===== src/design/double_ended_queue_core_defines.svh =====
// ----------------------------------------------------------------------------
// double_ended_queue_core_defines
// Assertion macros used by the deque controller.
// ----------------------------------------------------------------------------
`ifndef DOUBLE_ENDED_QUEUE_CORE_DEFINES_SVH
`define DOUBLE_ENDED_QUEUE_CORE_DEFINES_SVH

`ifndef ASSERT_OFF
// concurrent check with a generic message
`define DEQ_ASSERT(lbl, clk, rst_n, prop) \
  lbl: assert property (@(posedge clk) disable iff (!rst_n) prop) \
    else $error("deque assertion failed");
// concurrent check with its own message
`define DEQ_ASSERT_MSG(lbl, clk, rst_n, prop, msg) \
  lbl: assert property (@(posedge clk) disable iff (!rst_n) prop) \
    else $error(msg);
`else
`define DEQ_ASSERT(lbl, clk, rst_n, prop)
`define DEQ_ASSERT_MSG(lbl, clk, rst_n, prop, msg)
`endif

`endif


===== src/design/deq_pkg.sv =====
// ----------------------------------------------------------------------------
// deq_pkg
// Types, command and status codes and ring helpers of the deque core.
// ----------------------------------------------------------------------------
`default_nettype none

package deq_pkg;

  // sizing
  localparam int Depth  = 16;
  localparam int ValueW = 32;
  localparam int IdxW   = $clog2(Depth);
  localparam int CntW   = $clog2(Depth + 1);

  // fixed field widths of the command and result beats
  localparam int CmdW    = 3;
  localparam int DataW   = 32;
  localparam int StatusW = 2;
  localparam int FillW   = 5;

  // command codes
  localparam logic [CmdW-1:0] CmdPushFront = 3'd0;
  localparam logic [CmdW-1:0] CmdPushBack  = 3'd1;
  localparam logic [CmdW-1:0] CmdPopFront  = 3'd2;
  localparam logic [CmdW-1:0] CmdPopBack   = 3'd3;
  localparam logic [CmdW-1:0] CmdPeekFront = 3'd4;
  localparam logic [CmdW-1:0] CmdPeekBack  = 3'd5;

  // status codes
  localparam logic [StatusW-1:0] StOk    = 2'd0;
  localparam logic [StatusW-1:0] StEmpty = 2'd1;
  localparam logic [StatusW-1:0] StFull  = 2'd2;

  // command beat
  typedef struct packed {
    logic [CmdW-1:0]  cmd;
    logic [DataW-1:0] push_value;
  } cmd_t;

  // result beat
  typedef struct packed {
    logic [DataW-1:0]   read_value;
    logic [StatusW-1:0] status;
    logic [FillW-1:0]   fill_count;
  } rsp_t;

  // entry store access issued by the controller
  typedef struct packed {
    logic              en;
    logic              we;
    logic [IdxW-1:0]   addr;
    logic [ValueW-1:0] wdata;
  } ram_req_t;

  // result info registered to line up with the store read data
  typedef struct packed {
    logic               valid;
    logic               rd;
    logic [StatusW-1:0] status;
    logic [FillW-1:0]   fill;
  } stage_t;

  // ring pointer step forward
  function automatic logic [IdxW-1:0] idx_inc(input logic [IdxW-1:0] i);
    logic [IdxW-1:0] r;
    if (i == IdxW'(Depth - 1)) begin
      r = '0;
    end else begin
      r = i + IdxW'(1);
    end
    return r;
  endfunction

  // ring pointer step back
  function automatic logic [IdxW-1:0] idx_dec(input logic [IdxW-1:0] i);
    logic [IdxW-1:0] r;
    if (i == '0) begin
      r = IdxW'(Depth - 1);
    end else begin
      r = i - IdxW'(1);
    end
    return r;
  endfunction

endpackage

`default_nettype wire


===== src/design/double_ended_queue_core.sv =====
// ----------------------------------------------------------------------------
// double_ended_queue_core
// Bounded double-ended queue of 16 value handles held in one RAM ring.
// ----------------------------------------------------------------------------
// A command is taken on a clock edge where start is high and busy is low;
// busy is high only from reset until the first clock edge after reset is
// released, so one command per cycle is taken after that. Every command
// gives exactly one result beat, shown on result_o with result_valid_o high
// for one cycle, starting the cycle after the command was taken; the
// receiver cannot stall it. This delay comes from the registered read
// port of the entry RAM. A pop or peek sees every earlier push, including
// one taken in the cycle just before. The RAM is not cleared; only entries
// written by a push are ever read.
`default_nettype none

module double_ended_queue_core (
  input  wire logic          clk_i,
  input  wire logic          rst_ni,
  input  wire logic          start,
  output      logic          busy,
  input  wire deq_pkg::cmd_t cmd_i,
  output      logic          result_valid_o,
  output      deq_pkg::rsp_t result_o
);

  logic                       busy_q;
  logic                       accept;
  deq_pkg::ram_req_t          ram_req;
  deq_pkg::stage_t            stage;
  logic [deq_pkg::ValueW-1:0] ram_rdata;

  // held off only right after reset
  always_ff @(posedge clk_i or negedge rst_ni) begin
    if (!rst_ni) begin
      busy_q <= 1'b1;
    end else begin
      busy_q <= 1'b0;
    end
  end

  assign busy   = busy_q;
  assign accept = start && !busy_q;

  // pointers, count and command decode
  deq_ctrl u_ctrl (
    .clk_i     (clk_i),
    .rst_ni    (rst_ni),
    .accept_i  (accept),
    .cmd_i     (cmd_i),
    .ram_req_o (ram_req),
    .stage_o   (stage)
  );

  // entry store
  deq_ram #(
    .Width (deq_pkg::ValueW),
    .Depth (deq_pkg::Depth)
  ) u_ram (
    .clk_i   (clk_i),
    .en_i    (ram_req.en),
    .we_i    (ram_req.we),
    .addr_i  (ram_req.addr),
    .wdata_i (ram_req.wdata),
    .rdata_o (ram_rdata)
  );

  // result beat
  assign result_valid_o      = stage.valid;
  assign result_o.read_value = stage.rd ? deq_pkg::DataW'(ram_rdata) : '0;
  assign result_o.status     = stage.status;
  assign result_o.fill_count = stage.fill;

endmodule

`default_nettype wire


===== src/design/deq_ram.sv =====
// ----------------------------------------------------------------------------
// deq_ram
// Generic single-port RAM with registered read data.
// ----------------------------------------------------------------------------
`default_nettype none

module deq_ram #(
  parameter int Width = 32,
  parameter int Depth = 16
) (
  input  wire logic                     clk_i,
  input  wire logic                     en_i,
  input  wire logic                     we_i,
  input  wire logic [$clog2(Depth)-1:0] addr_i,
  input  wire logic [Width-1:0]         wdata_i,
  output      logic [Width-1:0]         rdata_o
);

  logic [Width-1:0] mem_q [Depth];
  logic [Width-1:0] rdata_q;

  // write or registered read, one access per cycle
  always_ff @(posedge clk_i) begin
    if (en_i) begin
      if (we_i) begin
        mem_q[addr_i] <= wdata_i;
      end else begin
        rdata_q <= mem_q[addr_i];
      end
    end
  end

  assign rdata_o = rdata_q;

endmodule

`default_nettype wire


===== src/design/deq_ctrl.sv =====
// ----------------------------------------------------------------------------
// deq_ctrl
// Front/back pointers and count of the deque; issues at most one entry store
// access per command and registers the result info for the following cycle.
// ----------------------------------------------------------------------------
`default_nettype none
`include "double_ended_queue_core_defines.svh"

module deq_ctrl (
  input  wire logic              clk_i,
  input  wire logic              rst_ni,
  input  wire logic              accept_i,
  input  wire deq_pkg::cmd_t     cmd_i,
  output      deq_pkg::ram_req_t ram_req_o,
  output      deq_pkg::stage_t   stage_o
);

  logic [deq_pkg::IdxW-1:0] front_q, front_d;
  logic [deq_pkg::IdxW-1:0] back_q, back_d;
  logic [deq_pkg::CntW-1:0] count_q, count_d;
  deq_pkg::stage_t          stage_q, stage_d;
  deq_pkg::ram_req_t        req;
  logic                     full, empty;

  assign full  = (count_q == deq_pkg::CntW'(deq_pkg::Depth));
  assign empty = (count_q == '0);

  // command decode, pointer update and store access
  always_comb begin
    front_d        = front_q;
    back_d         = back_q;
    count_d        = count_q;
    req.en         = 1'b0;
    req.we         = 1'b0;
    req.addr       = front_q;
    req.wdata      = deq_pkg::ValueW'(cmd_i.push_value);
    stage_d.valid  = accept_i;
    stage_d.rd     = 1'b0;
    stage_d.status = deq_pkg::StOk;
    if (accept_i) begin
      unique case (cmd_i.cmd)
        deq_pkg::CmdPushFront: begin
          if (full) begin
            stage_d.status = deq_pkg::StFull;
          end else begin
            front_d  = deq_pkg::idx_dec(front_q);
            req.en   = 1'b1;
            req.we   = 1'b1;
            req.addr = deq_pkg::idx_dec(front_q);
            count_d  = count_q + deq_pkg::CntW'(1);
          end
        end
        deq_pkg::CmdPushBack: begin
          if (full) begin
            stage_d.status = deq_pkg::StFull;
          end else begin
            back_d   = deq_pkg::idx_inc(back_q);
            req.en   = 1'b1;
            req.we   = 1'b1;
            req.addr = back_q;
            count_d  = count_q + deq_pkg::CntW'(1);
          end
        end
        deq_pkg::CmdPopFront, deq_pkg::CmdPeekFront: begin
          if (empty) begin
            stage_d.status = deq_pkg::StEmpty;
          end else begin
            req.en     = 1'b1;
            req.addr   = front_q;
            stage_d.rd = 1'b1;
            if (cmd_i.cmd == deq_pkg::CmdPopFront) begin
              front_d = deq_pkg::idx_inc(front_q);
              count_d = count_q - deq_pkg::CntW'(1);
            end
          end
        end
        deq_pkg::CmdPopBack, deq_pkg::CmdPeekBack: begin
          if (empty) begin
            stage_d.status = deq_pkg::StEmpty;
          end else begin
            req.en     = 1'b1;
            req.addr   = deq_pkg::idx_dec(back_q);
            stage_d.rd = 1'b1;
            if (cmd_i.cmd == deq_pkg::CmdPopBack) begin
              back_d  = deq_pkg::idx_dec(back_q);
              count_d = count_q - deq_pkg::CntW'(1);
            end
          end
        end
        default: begin
          // unused codes leave the state alone
        end
      endcase
    end
    stage_d.fill = deq_pkg::FillW'(count_d);
  end

  // pointer, count and result info registers
  always_ff @(posedge clk_i or negedge rst_ni) begin
    if (!rst_ni) begin
      front_q <= '0;
      back_q  <= '0;
      count_q <= '0;
      stage_q <= '0;
    end else begin
      front_q <= front_d;
      back_q  <= back_d;
      count_q <= count_d;
      stage_q <= stage_d;
    end
  end

  assign ram_req_o = req;
  assign stage_o   = stage_q;

  // checks
  `DEQ_ASSERT_MSG(count_in_range_a, clk_i, rst_ni, count_q <= deq_pkg::CntW'(deq_pkg::Depth), "count above depth")
  `DEQ_ASSERT_MSG(ptr_meet_a, clk_i, rst_ni, (count_q == '0 || full) |-> front_q == back_q, "pointers apart at empty or full")
  `DEQ_ASSERT(beat_follows_accept_a, clk_i, rst_ni, accept_i |=> stage_q.valid)
  `DEQ_ASSERT(no_beat_without_accept_a, clk_i, rst_ni, !accept_i |=> !stage_q.valid)
  `DEQ_ASSERT_MSG(full_push_flagged_a, clk_i, rst_ni, (accept_i && full && (cmd_i.cmd == deq_pkg::CmdPushFront || cmd_i.cmd == deq_pkg::CmdPushBack)) |=> (stage_q.status == deq_pkg::StFull && !stage_q.rd), "push on full not flagged")

endmodule

`default_nettype wire

===== config.mk =====
export PLATFORM = sky130hd
export DESIGN_NAME = double_ended_queue_core
export DESIGN_NICKNAME = d
export VERILOG_FILES = /design/src/design/deq_pkg.sv /design/src/design/double_ended_queue_core.sv /design/src/design/deq_ram.sv /design/src/design/deq_ctrl.sv
export VERILOG_INCLUDE_DIRS = /design/src /design/src/design
export SDC_FILE = /design/constraint.sdc
export NUM_CORES = 1
export LEC_CHECK = 0
export ABC_AREA = 1
export BUFFER_PORTS_ARGS = -buffer_cell sky130_fd_sc_hd__buf_2
export CAP_MARGIN = 20
export CORE_AREA = 2 2 225 227
export DETAILED_ROUTE_END_ITERATION = 7
export DIE_AREA = 0 0 227 229
export PLACE_DENSITY = 0.64
export SYNTH_ARGS = -nofsm -noshare
export SYNTH_HDL_FRONTEND = slang
export SYNTH_SLANG_ARGS = --single-unit
export TNS_END_PERCENT = 5

===== constraint.sdc =====
create_clock -name clk_i -period 6.6 [get_ports clk_i]
set_input_delay 0.99 -clock clk_i [delete_from_list [all_inputs] [get_ports clk_i]]
set_output_delay 0.99 -clock clk_i [all_outputs]
set_load 0.005 [all_outputs]

Yosys cells after proc, flatten, opt, wreduce, memory -nomap -nowiden:

Memory sizes are Yosys's and may differ from the RTL's. A register that Yosys moved wholly into a read port is not among the register bits.
Index checks and enable logic that the tools add are counted.

* register bits after elaboration: 18
* latch bits: 0
* memory bits (writable): 512
* memory bits (read-only): 0
* input bits: 38
* output and inout bits: 41
* logic and storage cells: 82
* memories: 1

* $add $sub $neg: 6
* multiply operators: 0
* divide/modulo/power cells: 0
* order comparisons: 0
* equality and inequality tests: 15
* shifts and indexed selects: 0
* mux-type cells: 35
* bitwise operators: 1
* reductions and logical operators: 17

Memory list
* u_ram.mem_q: words 16, width 32, read ports 1, clocked after memory_dff 1, write ports 1, RTL line deq_ram.sv:19 `logic [Width-1:0] mem_q [Depth];`

Operators with widths (count)
* two-way mux 4 bit: 11
* two-way mux 32 bit: 1
* two-way mux 5 bit: 5
* two-way mux 6 bit: 3
* one-hot mux 4 bit (2 select lines): 2
* one-hot mux 5 bit (3 select lines): 1
* one-hot mux 4 bit (3 select lines): 1
* != test 2 bit (second input constant): 5
* AND reduction 5 bit: 2
* adder 4 x 1 -> 4 bit (second input constant): 2
* equality test 4 bit (second input constant): 2
* logical NOT 4 bit: 2
* subtractor 4 x 1 -> 4 bit (second input constant): 2
* AND reduction 7 bit: 1
* equality test 3 x 2 -> 1 bit (second input constant): 2
* equality test 3 bit (second input constant): 2
* two-way mux 1 bit: 6
* OR reduction 2 bit: 3
* adder 5 x 1 -> 5 bit (second input constant): 1
* equality test 5 bit (second input constant): 1
* logical NOT 5 bit: 1
* subtractor 5 x 1 -> 5 bit (second input constant): 1
* != test 2 x 1 -> 1 bit (second input constant): 2
* one-hot mux 2 bit (2 select lines): 1
* other kinds (13): 14

Depth between registers and ports, before layout:

* depth after elaboration: 8
* gate-level depth with buffers: 20
* depth with buffers taken out: 18

Hierarchy:

A second synthesis with hierarchy kept.

* cells, all modules: 2434
* area, all modules: 24529.8 um^2

By module, submodules not included
* deq_ram: times used 1, cells an instance 2117, area an instance 22549.1 um^2, seq. area each 16335.7 um^2
* deq_ctrl: times used 1, cells an instance 246, area an instance 1669.1 um^2, seq. area each 425.4 um^2
* double_ended_queue_core: times used 1, cells an instance 71, area an instance 311.5 um^2, seq. area each 26.3 um^2

Least setup slack after synthesis:

Ideal clock, no wire load.

* kind: input to register
* from: in start
* to: mem u_ram.mem_q[0][0] (enable)
* library setup time: 421 ps
* data arrival time: 3650 ps
* data required time: 6179 ps
* setup slack: 2529 ps
* stages on the path: 12
* path buffers: 2
* cells stage by stage: nand2_2 > nor2_2 > nand2_1 > nand2_4 > nand2_1 > nand2_1 > nand4_2 > inv_2 > buf_4 > buf_2 > nand4_1 > nor2_1

* cells in the longest elaborated chain, start to end: 5

Ends and longest elaborated chain
* start, declared: RTL line double_ended_queue_core.sv:19 `input wire logic start,`
* logical AND 1 bit (*): RTL line double_ended_queue_core.sv:42 `assign accept = start && !busy_q;`
* two-way mux 6 bit (*): RTL line deq_ctrl.sv:40 `if (accept_i) begin`
* two-way mux 1 bit: RTL line deq_ram.sv:25 `if (we_i) begin`
* two-way mux 1 bit: RTL line deq_ram.sv:24 `if (en_i) begin`
* two-way mux 1 bit (implied by the code): RTL line deq_ram.sv:26 `mem_q[addr_i] <= wdata_i;`
* end, declared: RTL line deq_ram.sv:19

Mark *: on every way between the ends. The rest lies on a longest branch, timed or not.

Final worst setup path:

* from: reg u_ctrl.back_q[0] (netlist bit)
* to: mem u_ram.mem_q[3][18] (enable)

* cells in the longest elaborated chain, start to end: 5
* elaborated cells between the ends (all ways): 7
* classes of those cells: add/sub: 1; mux: 5; reduce/logical: 1

Ends and longest elaborated chain
* start, declared: RTL line deq_ctrl.sv:19 `logic [deq_pkg::IdxW-1:0] back_q, back_d;`
* start signal, assigned: RTL line deq_ctrl.sv:107 `back_q <= back_d;`
* subtractor 4 x 1 -> 4 bit / logical NOT 4 bit (equally long branches): RTL line deq_pkg.sv:80, deq_pkg.sv:77
* two-way mux 4 bit: RTL line deq_pkg.sv:77 `if (i == '0) begin`
* two-way mux 4 bit: RTL line deq_ctrl.sv:78 `if (empty) begin`
* one-hot mux 4 bit (3 select lines) (*): RTL line deq_ctrl.sv:41 `unique case (cmd_i.cmd)`
* two-way mux 6 bit (*): RTL line deq_ctrl.sv:40

Marked as above.

==> PnR_summary.wiki <==
{| class="wikitable"
! Metric !! Value
|-
| Status || complete, no violations
|-
| Rows || 82
|-
| Final HPWL from detailed placement || 32,400 µm
|-
| Stage delay of the slowest cell on the critical path || 680 ps
|-
| Count of cell types in the netlist || 33
|-
| Cell internal pwr || ~0.007 W
|-
| Clock transition time at the flip-flop clock pins of the worst setup and hold paths || around 60 ps
|-
| Worst-case clock skew || between 15 and 20 ps
|-
| Adder-cell share of the synthesized area || less than 1%
|-
| Met2 Track Usage GR || 38.6%
|-
| Cell count after synthesis || between 2,000 and 2,500
|-
| Part of the power in the clock network || between 30% and 40%
|-
| Net switching fraction of the power || a little over a third
|-
| Share of Yosys cell area claimed by the top area cell type || approximately 66%
|-
| Transition time at the pin with the least slew margin || between 1000 and 1500 ps
|-
| Logic gate share of total power || 30.4%
|-
| Detailed-route vias per instance || 5.23
|-
| Dominant combinational cell family by area after synthesis || simple AND/OR/NAND/NOR gates
|-
| H-tree depth || 2
|-
| Area of the mapped netlist || between 20,000 and 25,000 µm²
|-
| Area growth from synthesis to final layout || 12.0%
|-
| Via count || 16,500
|-
| Req. time, crit path || ~6900 ps
|-
| Simple-gate share of the synthesized area || 25.1%
|-
| Die extent in x || around 230 µm
|-
| Util after Layout || a little under three fifths
|-
| Compound-gate portion of the synthesized area || less than 1%
|-
| Highest Clock Rate || between 200 and 250 MHz
|-
| Mean Syn Cell Area || roughly 10 µm²
|-
| FF-to-FF setup slack || about 2200 ps
|-
| Wire length of the first global-routing pass || around 90,000 µm
|-
| Most Used Layer, Global Route || met2
|-
| Worst min path class || in2async
|-
| Clock tree from TritonCTS || built
|-
| Nets@finish || approximately 2,500
|-
| Met3 Track Usage GR || 3.78%
|-
| Type of element capturing the critical path || register
|-
| Peak fanout along the critical path || 103
|-
| Fraction of the yosys area taken by sequential cells || between 60 and 70%
|-
| Initial Utilization || 49.6%
|-
| Worst Reg-to-Reg Cells || 11
|-
| Post-synthesis share of cell area spent on xor and xnor gates || 0.391%
|-
| Critical path start-end classification || reg2reg
|-
| Largest area contributor in the netlist || sky130_fd_sc_hd__edfxtp_1
|-
| Placeable core area || approximately 50,000 µm²
|-
| Pin count of the biggest net entering global routing || 175
|-
| Max-cap check violation count || 0
|-
| Overall overflow remaining after global route || 0
|-
| CTS sink cnt || 562
|-
| Final standard cell count with taps included and fillers excluded || 3,156
|-
| Switching power || 0.00375 W
|-
| Pins over their slew limit || 0
|-
| Portion of total power attributed to sequential cells || a little under 40%
|-
| Buffers inserted during post-CTS setup optimization || 0
|-
| Cts hold-fix bufs || 0
|-
| Leading cell types by total area after synthesis || sky130_fd_sc_hd__edfxtp_1 (66%), sky130_fd_sc_hd__nand2_1 (18%), sky130_fd_sc_hd__nand3_1 (5.6%)
|-
| Clock Latency Late Sink || about 600 ps
|-
| Clock root buffer || sky130_fd_sc_hd__clkbuf_16
|-
| Critical path, cell by cell || inv_1, ha_1, nand2_1, o21ai_1, nand3_1, nand2_1, nand2_8, nand2_8, nand3_1, nor2_4, buf_4
|-
| Tot Pwr || ~0.011 W
|-
| Number of storage elements in the synthesis netlist || between 500 and 600
|-
| Count of instances resized after the clock tree is built || 0
|-
| Leak || 11.6 nW
|-
| Number of placed cells counting well taps || approximately 3,000
|-
| Number of nets still failing antenna checks after routing || 0
|-
| Final worst path period share || between 60% and 70%
|-
| Startpoint kind of the worst setup timing path || register
|-
| Post-Syn Nets || approximately 2,500
|-
| Multiplexer area fraction after synthesis || 0%
|-
| Hold Slack || between 300 and 400 ps
|-
| Setup repair after global routing missed its margin || no
|-
| Top-level port count || between 70 and 80
|-
| Number of global-route vias before repair || around 16,000
|-
| Residual DRC count || 0
|-
| Warnings, synthesis || 0
|-
| Fraction of final layout cells with drive strength greater than 1 || a little under a tenth
|-
| First-pass detailed-route iteration total || 6
|-
| Cell area power density || between 300 and 400 nW/µm²
|-
| Routability congestion estimate || roughly 0.85
|-
| Post-Route WL || between 50,000 and 60,000 µm
|-
| Worst voltage drop across the vdd grid || between 0.3 and 0.4 mV
|-
| Critical path data arrival time || around 4700 ps
|-
| Met1 layer usage reported by global route || between 30% and 40%
|-
| Fin crit period || ~4400 ps
|-
| Number of port buffers || approximately 80
|-
| Die outline height || about 230 µm
|-
| Final-report setup violation count || 0
|-
| Total global routing track utilization || a little under a quarter
|-
| Wirelength per Cell || about 19 µm
|-
| Number of buffers on the longest clock path || 3
|-
| Antenna violations before repair || 1
|-
| Slowest CP cell || sky130_fd_sc_hd__nor2_4
|-
| Die Area || slightly above 50,000 µm²
|-
| First DRT Iteration DRCs || 1,823
|-
| Final hold violations || 0
|-
| Worst slew margin relative to its limit || about 29%
|-
| CTS Buf Count || 57
|-
| Setup TNS Final || 0 ps
|}
==> critical path, delay by kind of cell, from the launching register on <==
family | cells | cell delay [ps]
simple gates | 7 | 2510
flops | 1 | 460
buf+inv | 2 | 570
compound gates | 1 | 190
fa+ha+maj | 1 | 200
==> flip-flops by register name, summed over array words and instances (netlist names) <==
signal and cells:
u_ram.mem_q 512, u_ram.rdata_o 32, u_ctrl.count_q 5, u_ctrl.back_q 4, u_ctrl.front_q 4, u_ctrl.stage_o 4, busy 1
==> through the flow <==
stage	instance area [µm²]	setup WS, ps
floorplan	24600	2530
global placement	25400	1620
detailed placement	25500	1610
CTS	27400	2170
global route	27600	1860
finish	27600	2220
==> layout make-up <==
class | count | area [µm²]
diodes | 1 | 2.50
clock buffers | 69 | 1490
clock inverters | 36 | 420
fillers | 4267 | 22100
inverters | 131 | 494
multi-input cells | 1578 | 6730
flip-flops and latches | 562 | 16800
well taps | 672 | 841
repair buffers | 107 | 798
==> metal layers <==
layer | vias to the layer above | share of wire (%)
met5 | - | 0
met4 | 0 | 2.1
met3 | 81 | 6.6
met2 | 548 | 48
met1 | 7897 | 44
li1 | 7994 | -
==> cell families (layout without fill, tap and decap cells) <==
group,count (synthesis),count (layout)
xor gates and xnor gates,11,11
DFF,562,562
buffers and inverters,268,343
adders and majority gates,8,8
other,1,2
and+or+nand+nor,1529,1529
AOI/OAI and AO/OA,29,29
==> path summary, 6_finish.rpt <==
check / startpoint / end
setup / recovery: u_ctrl.back_q[0] / u_ram.mem_q[3][18]
hold / removal: rst_ni / u_ctrl.count_q[4]
setup reg to reg: u_ctrl.back_q[0] / u_ram.mem_q[3][18]
hold reg to reg: u_ctrl.count_q[4] / u_ctrl.count_q[4]
max in group asynchronous: rst_ni / busy
min in group clk_i: u_ctrl.count_q[4] / u_ctrl.count_q[4]
==> synth_stat cells, drive strengths merged <==
library cell,n
a21oi,4
a22oi,2
buf,131
clkbuf,6
clkinv,1
conb,1
dfrtp,17
dfstp,1
edfxtp,544
fa,1
ha,7
inv,130
nand2,1205
nand3,278
nand4,9
nor2,34
nor3,3
o211ai,1
o21ai,19
o22ai,3
xnor2,2
xor2,9
==> cell usage in the layout (no fill, tap or decap), drive strengths merged <==
cell type  instances
xnor2              2
bufinv             9
buf              107
a21oi              4
edfxtp           544
inv              130
dfstp              1
o22ai              3
nand4              9
o211ai             1
ha                 7
nand2           1205
clkinvlp           2
diode              1
clkbuf            69
dfrtp             17
xor2               9
nor3               3
fa                 1
o21ai             19
a22oi              2
conb               1
nor2              34
clkinv            26
nand3            278
==> power groups by stage <==
stage	clock network [W]	registers, W	logic (W)
final	0.00330	0.00416	0.00325
after global routing	0.00349	0.00417	0.00369
after CTS	0.00336	0.00416	0.00325
after detailed placement	0	0.00424	0.00323
after global placement	0	0.00423	0.00319
after floorplan	0	0.00421	0.00246
No activity file was read; power rests on OpenSTA's default activity.
